==> src/design/mm2h_pkg.sv <==
// Shared constants, types and command/status structs for the MurmurHash2 block.
package mm2h_pkg;

    // Hash constants
    localparam logic [31:0] MIX_MUL     = 32'h5bd1e995;
    localparam int          MIX_SHIFT   = 24;
    localparam int          FIN_SHIFT_A = 13;
    localparam int          FIN_SHIFT_B = 15;

    // Field widths
    localparam int WORD_W  = 32;
    localparam int NB_W    = 3;
    localparam int KLEN_W  = 32;
    localparam int HASH_W  = 32;
    localparam int IN_BITS = WORD_W + NB_W + KLEN_W;
    localparam int IN_TDATA_W = ((IN_BITS + 7) / 8) * 8;

    // Byte-count codes
    localparam logic [NB_W-1:0] NB_ZERO = 3'd0;
    localparam logic [NB_W-1:0] NB_ONE  = 3'd1;
    localparam logic [NB_W-1:0] NB_TWO  = 3'd2;
    localparam logic [NB_W-1:0] NB_FOUR = 3'd4;

    // Controller states
    typedef enum logic [3:0] {
        S_IDLE,
        S_MIX1,
        S_MIX2,
        S_MIX3,
        S_MIX4,
        S_TAIL1,
        S_TAIL2,
        S_FIN1,
        S_FIN2
    } state_t;

    // Multiplier operand select
    typedef enum logic [2:0] {
        MUL_WORD,
        MUL_KMIX,
        MUL_HASH,
        MUL_TAIL,
        MUL_FIN
    } mul_sel_t;

    // Controller to datapath
    typedef struct packed {
        logic     capture;     // latch the incoming item
        logic     load_seed;   // start a new key: h = seed ^ key_length
        logic     mul_en;      // load product register
        mul_sel_t mul_sel;
        logic     k_save;      // park mixed word k in the word register
        logic     h_from_mix;  // h = product ^ k
        logic     h_from_prod; // h = product
        logic     out_load;    // finalize product into output register
    } dp_cmd_t;

    // Datapath to controller
    typedef struct packed {
        logic in_full;  // incoming item carries four or more bytes
        logic in_zero;  // incoming item carries no bytes
    } dp_status_t;

endpackage

==> src/design/mm2h_datapath.sv <==
// Datapath: item registers, running hash, shared multiplier and output register.
module mm2h_datapath (
    input  logic                                clk,
    input  logic                                rst_n,
    input  logic [mm2h_pkg::IN_TDATA_W-1:0]     in_data,
    input  logic                                seed_we,
    input  logic [mm2h_pkg::HASH_W-1:0]         seed_data,
    input  mm2h_pkg::dp_cmd_t                   cmd,
    output mm2h_pkg::dp_status_t                status,
    output logic [mm2h_pkg::HASH_W-1:0]         hash_out
);
    import mm2h_pkg::*;

    logic [WORD_W-1:0] in_word;
    logic [NB_W-1:0]   in_nb;
    logic [KLEN_W-1:0] in_klen;
    logic [NB_W-1:0]   in_nb_sat;

    logic [HASH_W-1:0] seed_reg;
    logic [WORD_W-1:0] word_reg, word_next;
    logic [NB_W-1:0]   nb_reg;
    logic [HASH_W-1:0] h_reg, h_next;
    logic [HASH_W-1:0] prod_reg, prod_next;
    logic [HASH_W-1:0] out_reg, out_next;

    logic [WORD_W-1:0] tail_mask;
    logic [HASH_W-1:0] mul_a;

    // Unpack the input item
    assign in_word   = in_data[WORD_W-1:0];
    assign in_nb     = in_data[WORD_W+NB_W-1:WORD_W];
    assign in_klen   = in_data[IN_BITS-1:WORD_W+NB_W];
    assign in_nb_sat = (in_nb > NB_FOUR) ? NB_FOUR : in_nb;

    assign status.in_full = (in_nb >= NB_FOUR);
    assign status.in_zero = (in_nb == NB_ZERO);

    // Seed register
    always_ff @(posedge clk or negedge rst_n)
    begin
        if (!rst_n)
        begin
            seed_reg <= '0;
        end
        else if (seed_we)
        begin
            seed_reg <= seed_data;
        end
    end

    // Tail byte mask
    always_comb
    begin
        unique case (nb_reg)
            NB_ONE:  tail_mask = 32'h0000_00ff;
            NB_TWO:  tail_mask = 32'h0000_ffff;
            default: tail_mask = 32'h00ff_ffff;
        endcase
    end

    // Shared multiplier operand
    always_comb
    begin
        unique case (cmd.mul_sel)
            MUL_WORD: mul_a = word_reg;
            MUL_KMIX: mul_a = prod_reg ^ (prod_reg >> MIX_SHIFT);
            MUL_HASH: mul_a = h_reg;
            MUL_TAIL: mul_a = h_reg ^ (word_reg & tail_mask);
            MUL_FIN:  mul_a = h_reg ^ (h_reg >> FIN_SHIFT_A);
            default:  mul_a = h_reg;
        endcase
    end

    // Next values
    always_comb
    begin
        prod_next = cmd.mul_en ? HASH_W'(mul_a * MIX_MUL) : prod_reg;

        word_next = word_reg;
        if (cmd.capture)
            word_next = in_word;
        else if (cmd.k_save)
            word_next = prod_reg;

        h_next = h_reg;
        if (cmd.load_seed)
            h_next = seed_reg ^ in_klen;
        else if (cmd.h_from_mix)
            h_next = prod_reg ^ word_reg;
        else if (cmd.h_from_prod)
            h_next = prod_reg;

        out_next = cmd.out_load ? (prod_reg ^ (prod_reg >> FIN_SHIFT_B)) : out_reg;
    end

    // Payload registers
    always_ff @(posedge clk)
    begin
        word_reg <= word_next;
        h_reg    <= h_next;
        prod_reg <= prod_next;
        out_reg  <= out_next;
        if (cmd.capture)
            nb_reg <= in_nb_sat;
    end

    assign hash_out = out_reg;

endmodule

==> src/design/mm2h_ctrl.sv <==
// Controller: sequences word mix, tail and finalization steps; owns handshakes.
module mm2h_ctrl (
    input  logic                  clk,
    input  logic                  rst_n,
    input  logic                  in_valid,
    output logic                  in_ready,
    input  logic                  in_last,
    output logic                  out_valid,
    input  logic                  out_ready,
    input  mm2h_pkg::dp_status_t  status,
    output mm2h_pkg::dp_cmd_t     cmd
);
    import mm2h_pkg::*;

    state_t state_reg, state_next;
    logic   in_key_reg, in_key_next;
    logic   last_reg, last_next;
    logic   out_valid_reg, out_valid_next;
    logic   accept;

    assign in_ready  = (state_reg == S_IDLE);
    assign accept    = in_valid && in_ready;
    assign out_valid = out_valid_reg;

    // State and control registers
    always_ff @(posedge clk or negedge rst_n)
    begin
        if (!rst_n)
        begin
            state_reg     <= S_IDLE;
            in_key_reg    <= 1'b0;
            last_reg      <= 1'b0;
            out_valid_reg <= 1'b0;
        end
        else
        begin
            state_reg     <= state_next;
            in_key_reg    <= in_key_next;
            last_reg      <= last_next;
            out_valid_reg <= out_valid_next;
        end
    end

    // Next state and commands
    always_comb
    begin
        state_next     = state_reg;
        in_key_next    = in_key_reg;
        last_next      = last_reg;
        out_valid_next = out_valid_reg;
        cmd            = '0;
        cmd.mul_sel    = MUL_HASH;

        // result taken downstream
        if (out_valid_reg && out_ready)
            out_valid_next = 1'b0;

        unique case (state_reg)
            S_IDLE:
            begin
                if (accept)
                begin
                    cmd.capture   = 1'b1;
                    cmd.load_seed = !in_key_reg;
                    last_next     = in_last;
                    in_key_next   = 1'b1;
                    if (status.in_full)
                        state_next = S_MIX1;
                    else if (!status.in_zero)
                        state_next = S_TAIL1;
                    else if (in_last)
                        state_next = S_FIN1;
                end
            end
            S_MIX1:
            begin
                // p = w * M
                cmd.mul_en  = 1'b1;
                cmd.mul_sel = MUL_WORD;
                state_next  = S_MIX2;
            end
            S_MIX2:
            begin
                // p = (p ^ p >> 24) * M
                cmd.mul_en  = 1'b1;
                cmd.mul_sel = MUL_KMIX;
                state_next  = S_MIX3;
            end
            S_MIX3:
            begin
                // park k, p = h * M
                cmd.k_save  = 1'b1;
                cmd.mul_en  = 1'b1;
                cmd.mul_sel = MUL_HASH;
                state_next  = S_MIX4;
            end
            S_MIX4:
            begin
                cmd.h_from_mix = 1'b1;
                state_next     = last_reg ? S_FIN1 : S_IDLE;
            end
            S_TAIL1:
            begin
                // p = (h ^ tail bytes) * M
                cmd.mul_en  = 1'b1;
                cmd.mul_sel = MUL_TAIL;
                state_next  = S_TAIL2;
            end
            S_TAIL2:
            begin
                cmd.h_from_prod = 1'b1;
                state_next      = last_reg ? S_FIN1 : S_IDLE;
            end
            S_FIN1:
            begin
                // p = (h ^ h >> 13) * M
                cmd.mul_en  = 1'b1;
                cmd.mul_sel = MUL_FIN;
                state_next  = S_FIN2;
            end
            S_FIN2:
            begin
                // wait for a free output register
                if (!out_valid_reg || out_ready)
                begin
                    cmd.out_load   = 1'b1;
                    out_valid_next = 1'b1;
                    in_key_next    = 1'b0;
                    state_next     = S_IDLE;
                end
            end
            default:
            begin
                state_next = S_IDLE;
            end
        endcase
    end

`ifndef SYNTHESIS
    // a finished hash never overwrites one still waiting
    assert property (@(posedge clk) disable iff (!rst_n)
        cmd.out_load |-> (!out_valid_reg || out_ready))
        else $error("output register overwritten");

    // a free output register gets the finished hash next cycle
    assert property (@(posedge clk) disable iff (!rst_n)
        (state_reg == S_FIN2 && !out_valid_reg) |=> (out_valid_reg && state_reg == S_IDLE))
        else $error("finalized hash not delivered");

    // a full word goes to the mixer
    assert property (@(posedge clk) disable iff (!rst_n)
        (accept && status.in_full) |=> (state_reg == S_MIX1 && in_key_reg))
        else $error("full word not mixed");

    // a key that continues stays open after its word step
    assert property (@(posedge clk) disable iff (!rst_n)
        ((state_reg == S_MIX4 || state_reg == S_TAIL2) && !last_reg)
            |=> (state_reg == S_IDLE && in_key_reg))
        else $error("key closed early");
`endif

endmodule

==> src/design/murmur2_hash_32.sv <==
// Top level of the streaming 32-bit MurmurHash2 block.
// Computes the 32-bit MurmurHash2 of a key streamed as little-endian words.
// All math runs through one shared 32x32 multiplier (low half kept) with a
// registered product, so the cost per item is set by how many multiplies it
// needs: a four-byte word is accepted, then takes three multiplies and an
// xor, a one- to three-byte tail takes one multiply, an empty item is only
// accepted, and the last item adds finalization before the hash lands in the
// output register. The next key may start while a finished hash waits to be taken.
// The seed is taken from cfg_data at any cfg_valid write and applies from the
// next key's first item on; key_length is read only on that first item.
module murmur2_hash_32 (
    input  logic                                clk,
    input  logic                                rst_n,
    // seed write
    input  logic                                cfg_valid,
    output logic                                cfg_ready,
    input  logic [mm2h_pkg::HASH_W-1:0]         cfg_data,   // hash_seed
    // key stream in
    input  logic                                s_axis_tvalid,
    output logic                                s_axis_tready,
    // data_word[31:0], bytes_valid[34:32], key_length[66:35], zero[71:67]
    input  logic [mm2h_pkg::IN_TDATA_W-1:0]     s_axis_tdata,
    input  logic                                s_axis_tlast, // last_item
    // hash out
    output logic                                m_axis_tvalid,
    input  logic                                m_axis_tready,
    output logic [mm2h_pkg::HASH_W-1:0]         m_axis_tdata // hash_value[31:0]
);
    import mm2h_pkg::*;

    dp_cmd_t    cmd;
    dp_status_t status;
    logic       seed_we;

    // seed writes are always taken
    assign cfg_ready = 1'b1;
    assign seed_we   = cfg_valid && cfg_ready;

    mm2h_ctrl u_ctrl (
        .clk       (clk),
        .rst_n     (rst_n),
        .in_valid  (s_axis_tvalid),
        .in_ready  (s_axis_tready),
        .in_last   (s_axis_tlast),
        .out_valid (m_axis_tvalid),
        .out_ready (m_axis_tready),
        .status    (status),
        .cmd       (cmd)
    );

    mm2h_datapath u_datapath (
        .clk       (clk),
        .rst_n     (rst_n),
        .in_data   (s_axis_tdata),
        .seed_we   (seed_we),
        .seed_data (cfg_data),
        .cmd       (cmd),
        .status    (status),
        .hash_out  (m_axis_tdata)
    );

endmodule
==> config.mk <==
export PLATFORM = sky130hd
export DESIGN_NAME = murmur2_hash_32
export DESIGN_NICKNAME = d
export VERILOG_FILES = /design/src/design/mm2h_pkg.sv /design/src/design/mm2h_datapath.sv /design/src/design/mm2h_ctrl.sv /design/src/design/murmur2_hash_32.sv
export SDC_FILE = /design/constraint.sdc
export NUM_CORES = 1
export LEC_CHECK = 0
export BUFFER_PORTS_ARGS = -buffer_cell sky130_fd_sc_hd__buf_2
export CAP_MARGIN = 20
export CORE_ASPECT_RATIO = 2
export CORE_UTILIZATION = 60
export DETAILED_ROUTE_END_ITERATION = 8
export GPL_TIMING_DRIVEN = 0
export PLACE_DENSITY = 0.84
export SLEW_MARGIN = 20
export SYNTH_ARGS = -nofsm -noshare
export SYNTH_HDL_FRONTEND = slang
export SYNTH_SLANG_ARGS = --single-unit
==> constraint.sdc <==
create_clock -name clk -period 10.6 [get_ports clk]
set_clock_uncertainty 0.15 [all_clocks]
set_input_delay 1.59 -clock clk [delete_from_list [all_inputs] [get_ports clk]]
set_output_delay 1.59 -clock clk [all_outputs]
set_load 0.01 [all_outputs]
==> results of run 1 <==
-- kinds of logic (layout without fill, tap and decap cells) --
kind of cell,after synthesis,after routing,share of synthesized area
AO/OA/AOI/OAI,243,243,0.0875
XOR/XNOR,146,146,0.0751
adder cells (fa/ha/maj),397,397,0.362
buffers and inverters,418,600,0.0929
flip-flops,170,170,0.281
multiplexers,65,65,0.0418
other,1,1,0.000214
AND/OR/NAND/NOR,212,212,0.0603
-- cell type report --
cell class	instances	share of cell area
Multi-Input combinational cell	1064	0.566
Sequential cell	170	0.252
Inverter	377	0.0727
Timing Repair Buffer	150	0.0441
Tap cell	360	0.0231
Clock buffer	17	0.0219
Buffer	41	0.0108
Clock inverter	15	0.00958
-- Yosys cell counts (4+ instances only) --
cell,number
a21o_1,17
a21oi_1,91
a221o_1,9
a221oi_1,6
a22oi_1,11
a32oi_1,4
and2_1,4
and3_1,5
buf_1,4
buf_2,7
buf_6,4
clkbuf_1,23
dfrtp_1,39
edfxtp_1,131
fa_1,181
ha_1,216
inv_1,375
mux2_2,65
nand2_1,61
nand2b_1,4
nand3_1,13
nand4_1,7
nor2_1,65
nor2b_1,9
nor3_1,18
o211ai_1,6
o21a_1,4
o21ai_0,44
o21ai_1,4
o21bai_1,4
o22ai_1,18
xnor2_1,105
xor2_1,38
-- through the flow --
stage / util / cells / hold slack, ns / setup slack, ns / area (um^2)
after floorplan: - / 1652 / 0.352 / 2.65 / 17500
after global placement: 0.648 / 2149 / 0.354 / 0.471 / 18600
after detailed placement: 0.656 / 2162 / 0.367 / 0.755 / 18900
after CTS: 0.677 / 2194 / 0.385 / 0.734 / 19500
after global routing: 0.677 / 2194 / 0.408 / 0.0200 / 19500
final: 0.677 / 2194 / 0.381 / 0.302 / 19500
-- how the worst max path moves through the flow --
stage | depth (start not counted) | slack, ns | endpoint | from
after floorplan | 28 | 2.65 | u_datapath.prod_reg[31] | u_ctrl.state_reg[2]
after global placement | 29 | 0.47 | u_datapath.prod_reg[31] | u_ctrl.state_reg[2]
after detailed placement | 30 | 0.75 | u_datapath.prod_reg[31] | u_ctrl.state_reg[1]
after CTS | 30 | 0.73 | u_datapath.prod_reg[31] | u_ctrl.state_reg[3]
after global routing | 28 | 0.02 | u_datapath.prod_reg[29] | u_ctrl.state_reg[3]
final | 25 | 0.30 | u_datapath.prod_reg[29] | u_ctrl.state_reg[3]
-- metal layers --
metal / wire [um] / share of wire / global-route usage / vias to the layer above
li1: - / - / - / 5765
met1: 17600 / 0.30 / 0.397 / 6556
met2: 29100 / 0.49 / 0.685 / 786
met3: 5440 / 0.091 / 0.129 / 323
met4: 7420 / 0.12 / 0.411 / 2
met5: 15 / 0.00025 / 0 / -
==> results.toml, run 1 <==
[status]
status = "finished clean"

[clocking]
clk_latency_ns = 0.46
cts.reportedPaths.clkPinSlew_ns = 0.08
cts_hold_buf = 0
cts.sinks = 170
htreeDepth = 4
post_cts.resized_instances = 0
root_buffer = "clkbuf_16"
cts_buffers = 17
ctsLongestPathBuffers = 2
post-cts-setup-buffers = 0
cts_tree = "yes"

[timing]
fmax_mhz = 97.1
fin_crit_ns = 10.30
final-setup-viol-count = 0
worst_slew_margin_rel = 0.183
fin_crit_sh = 0.972
rsz0062_at_grt = "false"
finalHoldViolCount = 0
finalSetupTns_ns = 0
tightest_slew_ns = 1.22
drv_slew = 0

[floorplanning]
io-pin-count = 145
initial_utilization = 0.609
core_area_um2 = 28700
die_h_um = 244
rows = 88
die_w_um = 123
die_area_um2 = 29900

[synth]
ys_seq_elements = 170
synth_top_area_frac = 0.225
ys_seq_area_frac = 0.281
ys_warn_count = 0
ys_types = 79
yosysTopAreaCell = "edfxtp_1"
ys_top_cells_by_area = "edfxtp_1 (22%), fa_1 (21%), ha_1 (15%), inv_1 (8.0%), dfrtp_1 (5.6%)"
avgSynthCellArea_um2 = 10.6
synth_top_flop_cell = "edfxtp_1"
ys_async_sr_fraction = 0.229
synth_area_um2 = 17500
syn-instance-count = 1652
synth_nets = 2159
synth_edf_count = 131

[global_routing]
grt_antenna_before_repair = 1
grt_usage = 0.418
grt_pass1_wl_mm = 86.0
first_global_vias = 14100
gr-total-overflow = 0
grt_max_degree = 40

[drt]
postRouteAntennaNets = 0
post_drt_wl_per_cell_um = 27.1
vias = 13400
drt-total-wl_mm = 59.6
dr.pass1.iters = 7
drc_errors = 0
viasPerCell = 6.12
drt_iter0_markers = 1238

[final_layout]
layout-drive-gt1-share = 0.156
layout_commonest_cell = "inv_1"
diodes = 0
seq_area_um2 = 4910
final_nets = 2328
layout_common_cells = "inv_1 (375), ha_1 (216), fa_1 (181), buf_2 (144), edfxtp_1 (131)"
area_growth_pct = 11.3
nFillCells = 2155
multi_input_area_um2 = 11000

[critical_path]
r2r_end = "u_datapath.prod_reg[29]"
path_buf_inv = 7
endpoint_kind = "register"
crit_path_start_kind = "register"
critical_path_class = "register to register"
slowest_stage = "o21ai_0"
worstPathMaxFanout = 10
crit_arrival_ns = 10.43
r2r_start = "u_ctrl.state_reg[3]"
cpLargestDelayFamily = "adder cells"
max_stage_delay_ns = 0.88
r2r_slack_ns = 0.30
cp.required_ns = 10.74
cpMostUsedCell = "fa_1"
ff2ff_path_depth = 25

[placement]
hpwl_mm = 46.0
portBuffers = 137
routabilityCongestion = 1.03

[hold_path]
holdPathStages = 1
min_from = "u_datapath.seed_reg[11]"
hold_class = "register to register"
min_to = "u_datapath.seed_reg[11]"

[run]
drv_cap = 0
Power of run 1 is left out: the tool's default activity adds up to more than one toggle a clock period on the data nets, which glitch-free logic cannot reach.
==> inputs of run 2 (changes only) <==
- CORE_UTILIZATION: 60 -> 45
- PLACE_DENSITY: 0.84 -> 0.67
==> results.toml, run 2 (same netlist as run 1, synthesis figures left out) <==
[status]
status = "finished clean"

[placement]
hpwl_mm = 47.5
place_inst = 2318
routabilityCongestion = 0.984
portBuffers = 137

[timing]
drv_slew = 0
fin_crit_ns = 10.26
rsz0062_at_grt = "false"
fin_crit_sh = 0.968
worst_slew_margin_rel = 0.264
finalSetupTns_ns = 0
finalHoldViolCount = 0
fmax_mhz = 97.4
final-setup-viol-count = 0
tightest_slew_ns = 1.10

[floorplanning]
io-pin-count = 145
die_h_um = 281
rows = 101
die_area_um2 = 39700
initial_utilization = 0.458
core_area_um2 = 38200
die_w_um = 141

[clocking]
post_cts.resized_instances = 0
cts.reportedPaths.clkPinSlew_ns = 0.08
cts.sinks = 170
cts_tree = "yes"
clk_latency_ns = 0.48
post-cts-setup-buffers = 0
cts_buffers = 17
ctsLongestPathBuffers = 2
cts_hold_buf = 0
htreeDepth = 4
root_buffer = "clkbuf_16"

[run]
drv_cap = 0

[final_layout]
post-route-util = 0.516
layout_common_cells = "inv_1 (375), ha_1 (216), fa_1 (181), buf_2 (144), edfxtp_1 (131)"
area_growth_pct = 12.5
diodes = 0
final_nets = 2329
layout_commonest_cell = "inv_1"
final_cells = 2350
layout-drive-gt1-share = 0.156

[critical_path]
ff2ff_path_depth = 29
r2r_slack_ns = 0.34
crit_path_start_kind = "register"
cpMostUsedCell = "inv_1"
crit_arrival_ns = 10.33
critical_path.endpoint = "u_datapath.prod_reg[31]"
slowest_stage = "nand4_1"
endpoint_kind = "register"
worstPathMaxFanout = 10
max_stage_delay_ns = 0.86
crit_path_start = "u_ctrl.state_reg[3]"
r2r_end = "u_datapath.prod_reg[31]"
cp.required_ns = 10.66
critical_path_class = "register to register"
r2r_start = "u_ctrl.state_reg[3]"

[global_routing]
gr-total-overflow = 0
grt_usage = 0.306
first_global_vias = 13900
grt_max_degree = 40
grt_pass1_wl_mm = 85.7
grt_antenna_before_repair = 1

[drt]
dr.pass1.iters = 8
post_drt_wl_per_cell_um = 24.9
vias = 12900
drc_errors = 0
postRouteAntennaNets = 0
drt_iter0_markers = 848
viasPerCell = 5.50
drt-total-wl_mm = 58.4

[hold_path]
hold_class = "register to register"
-- run 2: how the worst min path moves through the flow --
stage | startpoint | to | slack (ns) | depth (start not counted)
4_1_cts | u_datapath.seed_reg[24] | u_datapath.seed_reg[24] | 0.39 | 1
2_1_floorplan | u_datapath.seed_reg[0] | u_datapath.seed_reg[0] | 0.35 | 1
3_5_place_dp | u_datapath.seed_reg[28] | u_datapath.seed_reg[28] | 0.37 | 1
5_1_grt | u_datapath.seed_reg[19] | u_datapath.seed_reg[19] | 0.40 | 1
3_3_place_gp | u_ctrl.out_valid | u_ctrl.out_valid | 0.35 | 2
6_report | u_datapath.seed_reg[7] | u_datapath.seed_reg[7] | 0.38 | 1
-- run 2: stage by stage --
step	setup slack [ns]	area [um^2]	hold slack (ns)
finish	0.338	19700	0.382
global route	0.147	19700	0.401
CTS	0.659	19700	0.387
detailed placement	0.696	19100	0.368
global placement	0.375	18800	0.355
floorplan	2.65	17500	0.352
-- run 2: area by class of cell --
| cell class | count | area [um^2] |
|---|---|---|
| Inverter | 377 | 1420 |
| Timing Repair Buffer | 151 | 878 |
| Sequential cell | 170 | 4910 |
| Tap cell | 515 | 644 |
| Multi-Input combinational cell | 1064 | 11000 |
| Buffer | 41 | 210 |
| Clock buffer | 17 | 425 |
| Clock inverter | 15 | 191 |
| Fill cell | 3506 | 18500 |
-- run 2: routing by layer --
layer | global-route usage | routed length, um | share of wire | up-vias
li1 | - | - | - | 5763
met1 | 0.291 | 18400 | 0.32 | 6426
met2 | 0.549 | 30400 | 0.52 | 503
met3 | 0.0470 | 2960 | 0.051 | 230
met4 | 0.304 | 6670 | 0.11 | 0
met5 | 0 | 0 | 0 | -
-- run 2: worst max-delay path: cells and delay by family, from the launching register on --
kind,cells,cell delay (ns)
AOI/OAI and AO/OA,7,1.64
xor gates and xnor gates,1,0.19
adders and majority gates,8,4.00
buffers and inverters,10,1.65
DFF,1,0.58
and+or+nand+nor,3,1.74
Power of run 2 is left out for the same reason.
==> inputs of run 3 (changes only) <==
- ABC_AREA: unset -> 1
==> results.toml, run 3 <==
[timing]
tightest_slew_ns = 1.11
drv_slew = 0
worst_slew_margin_rel = 0.257
fin_crit_ns = 9.59
final-setup-viol-count = 0
finalHoldViolCount = 0
setup_slack_ns = 1.01
rsz0062_at_grt = "false"
fmax_mhz = 104
fin_crit_sh = 0.904

[critical_path]
cp.required_ns = 10.67
max_stage_delay_ns = 0.65
slowest_stage = "clkbuf_1"
endpoint_kind = "register"
crit_arrival_ns = 9.65
cpLargestDelayFamily = "adder cells"
crit_path_start_kind = "register"
worstPathMaxFanout = 10
cpMostUsedCell = "inv_1"
critical_path_class = "register to register"
path_buf_inv = 8

[drt]
drc_errors = 0
vias = 14000
drt-total-wl_mm = 60.3
viasPerCell = 5.32
post_drt_wl_per_cell_um = 22.9
dr.pass1.iters = 6
postRouteAntennaNets = 0
drt_iter0_markers = 752

[synth]
ys_async_sr_fraction = 0.229
synth_area_um2 = 17900
ys_seq_elements = 170
ys_types = 47
synth.most_common_cell = "inv_1"
ys_top_cells_by_area = "edfxtp_1 (22%), fa_1 (20%), ha_1 (15%), inv_1 (10%), nand2_1 (5.7%)"
ys_seq_area_frac = 0.274
avgSynthCellArea_um2 = 9.27
synth_top_flop_cell = "edfxtp_1"
ys_warn_count = 0
syn-instance-count = 1934
yosysTopAreaCell = "edfxtp_1"
synth_nets = 2441
synth_edf_count = 131
synth_top_area_frac = 0.220
synth_commonest_cells = "inv_1 (489), nand2_1 (274), ha_1 (216)"

[global_routing]
gr-total-overflow = 0
grt_max_degree = 40
grt_antenna_before_repair = 1
grt_pass1_wl_mm = 89.6
first_global_vias = 15300
grt_usage = 0.311

[floorplanning]
die_area_um2 = 40700
die_w_um = 143
io-pin-count = 145
initial_utilization = 0.456
core_area_um2 = 39300
die_h_um = 284
rows = 103

[final_layout]
layout_common_cells = "inv_1 (489), nand2_1 (272), ha_1 (216), fa_1 (181), buf_2 (145)"
final_nets = 2605
layout_commonest_cell = "inv_1"
diodes = 0
final_cells = 2636
layout-drive-gt1-share = 0.113
area_growth_pct = 11.6
final_cell_area_um2 = 20000

[placement]
place_inst = 2604
placed_cell_area_um2 = 19400
portBuffers = 137
routabilityCongestion = 0.971
hpwl_mm = 50.6
place_ws_ns = 1.08

[clocking]
root_buffer = "clkbuf_16"
clk_latency_ns = 0.46
cts_tree = "yes"
post_cts.resized_instances = 0
htreeDepth = 4
cts_buffers = 17
post-cts-setup-buffers = 0
ctsLongestPathBuffers = 2
cts.sinks = 170
cts_hold_buf = 0
cts.reportedPaths.clkPinSlew_ns = 0.07

[hold_path]
hold_class = "register to register"

[run]
drv_cap = 0

[status]
status = "finished clean"
-- run 3: final cells by class --
| class | instances | area (um^2) |
|---|---|---|
| Fill cell | 3629 | 19300 |
| Buffer | 40 | 174 |
| Inverter | 489 | 1840 |
| Clock buffer | 22 | 474 |
| Tap cell | 525 | 657 |
| Sequential cell | 170 | 4910 |
| Timing Repair Buffer | 145 | 801 |
| Multi-Input combinational cell | 1235 | 11000 |
| Clock inverter | 10 | 104 |
-- run 3: path summary, 6_finish.rpt --
path                                     start                      end  slack, ns  cells after the start
max                        u_ctrl.state_reg[0]  u_datapath.prod_reg[31]       1.01                     30
min                          u_ctrl.in_key_reg        u_ctrl.in_key_reg       0.36                      2
max reg2reg                u_ctrl.state_reg[0]  u_datapath.prod_reg[31]       1.01                     30
min reg2reg                  u_ctrl.in_key_reg        u_ctrl.in_key_reg       0.36                      2
max in group asynchronous                rst_n          u_ctrl.last_reg       8.59                      1
min in group asynchronous                rst_n  u_datapath.seed_reg[10]       1.12                      1
-- run 3: cells by family (layout without fill, tap and decap cells) --
group	after synthesis	after routing	share of synthesized area
AO/OA/AOI/OAI	221	221	0.0709
XOR/XNOR	125	125	0.0611
adder cells (fa/ha/maj)	397	397	0.353
buffers and inverters	529	706	0.112
flip-flops	170	170	0.274
multiplexers	32	32	0.0201
other	1	1	0.000209
AND/OR/NAND/NOR	459	459	0.109
-- run 3: through the flow --
stage          utilization  hold WS [ns]  setup TNS [ns]
6_report             0.509         0.355               0
5_1_grt              0.509         0.377               0
4_1_cts              0.509         0.352               0
3_5_place_dp         0.494         0.336               0
3_3_place_gp         0.490         0.321           -8.23
2_1_floorplan            -         0.293               0
-- run 3: metal layers --
layer | up-vias | track usage | wire [um]
met5 | - | 0 | 14
met4 | 2 | 0.256 | 5470
met3 | 206 | 0.0409 | 2300
met2 | 525 | 0.588 | 33100
met1 | 6857 | 0.289 | 19500
li1 | 6441 | - | -
-- run 3: tightest hold or removal path: stages, from the launching register on --
cell	delay (ns)
dfrtp_1	0.35
o22ai_1	0.08
inv_1	0.05
Power of run 3 is left out for the same reason.
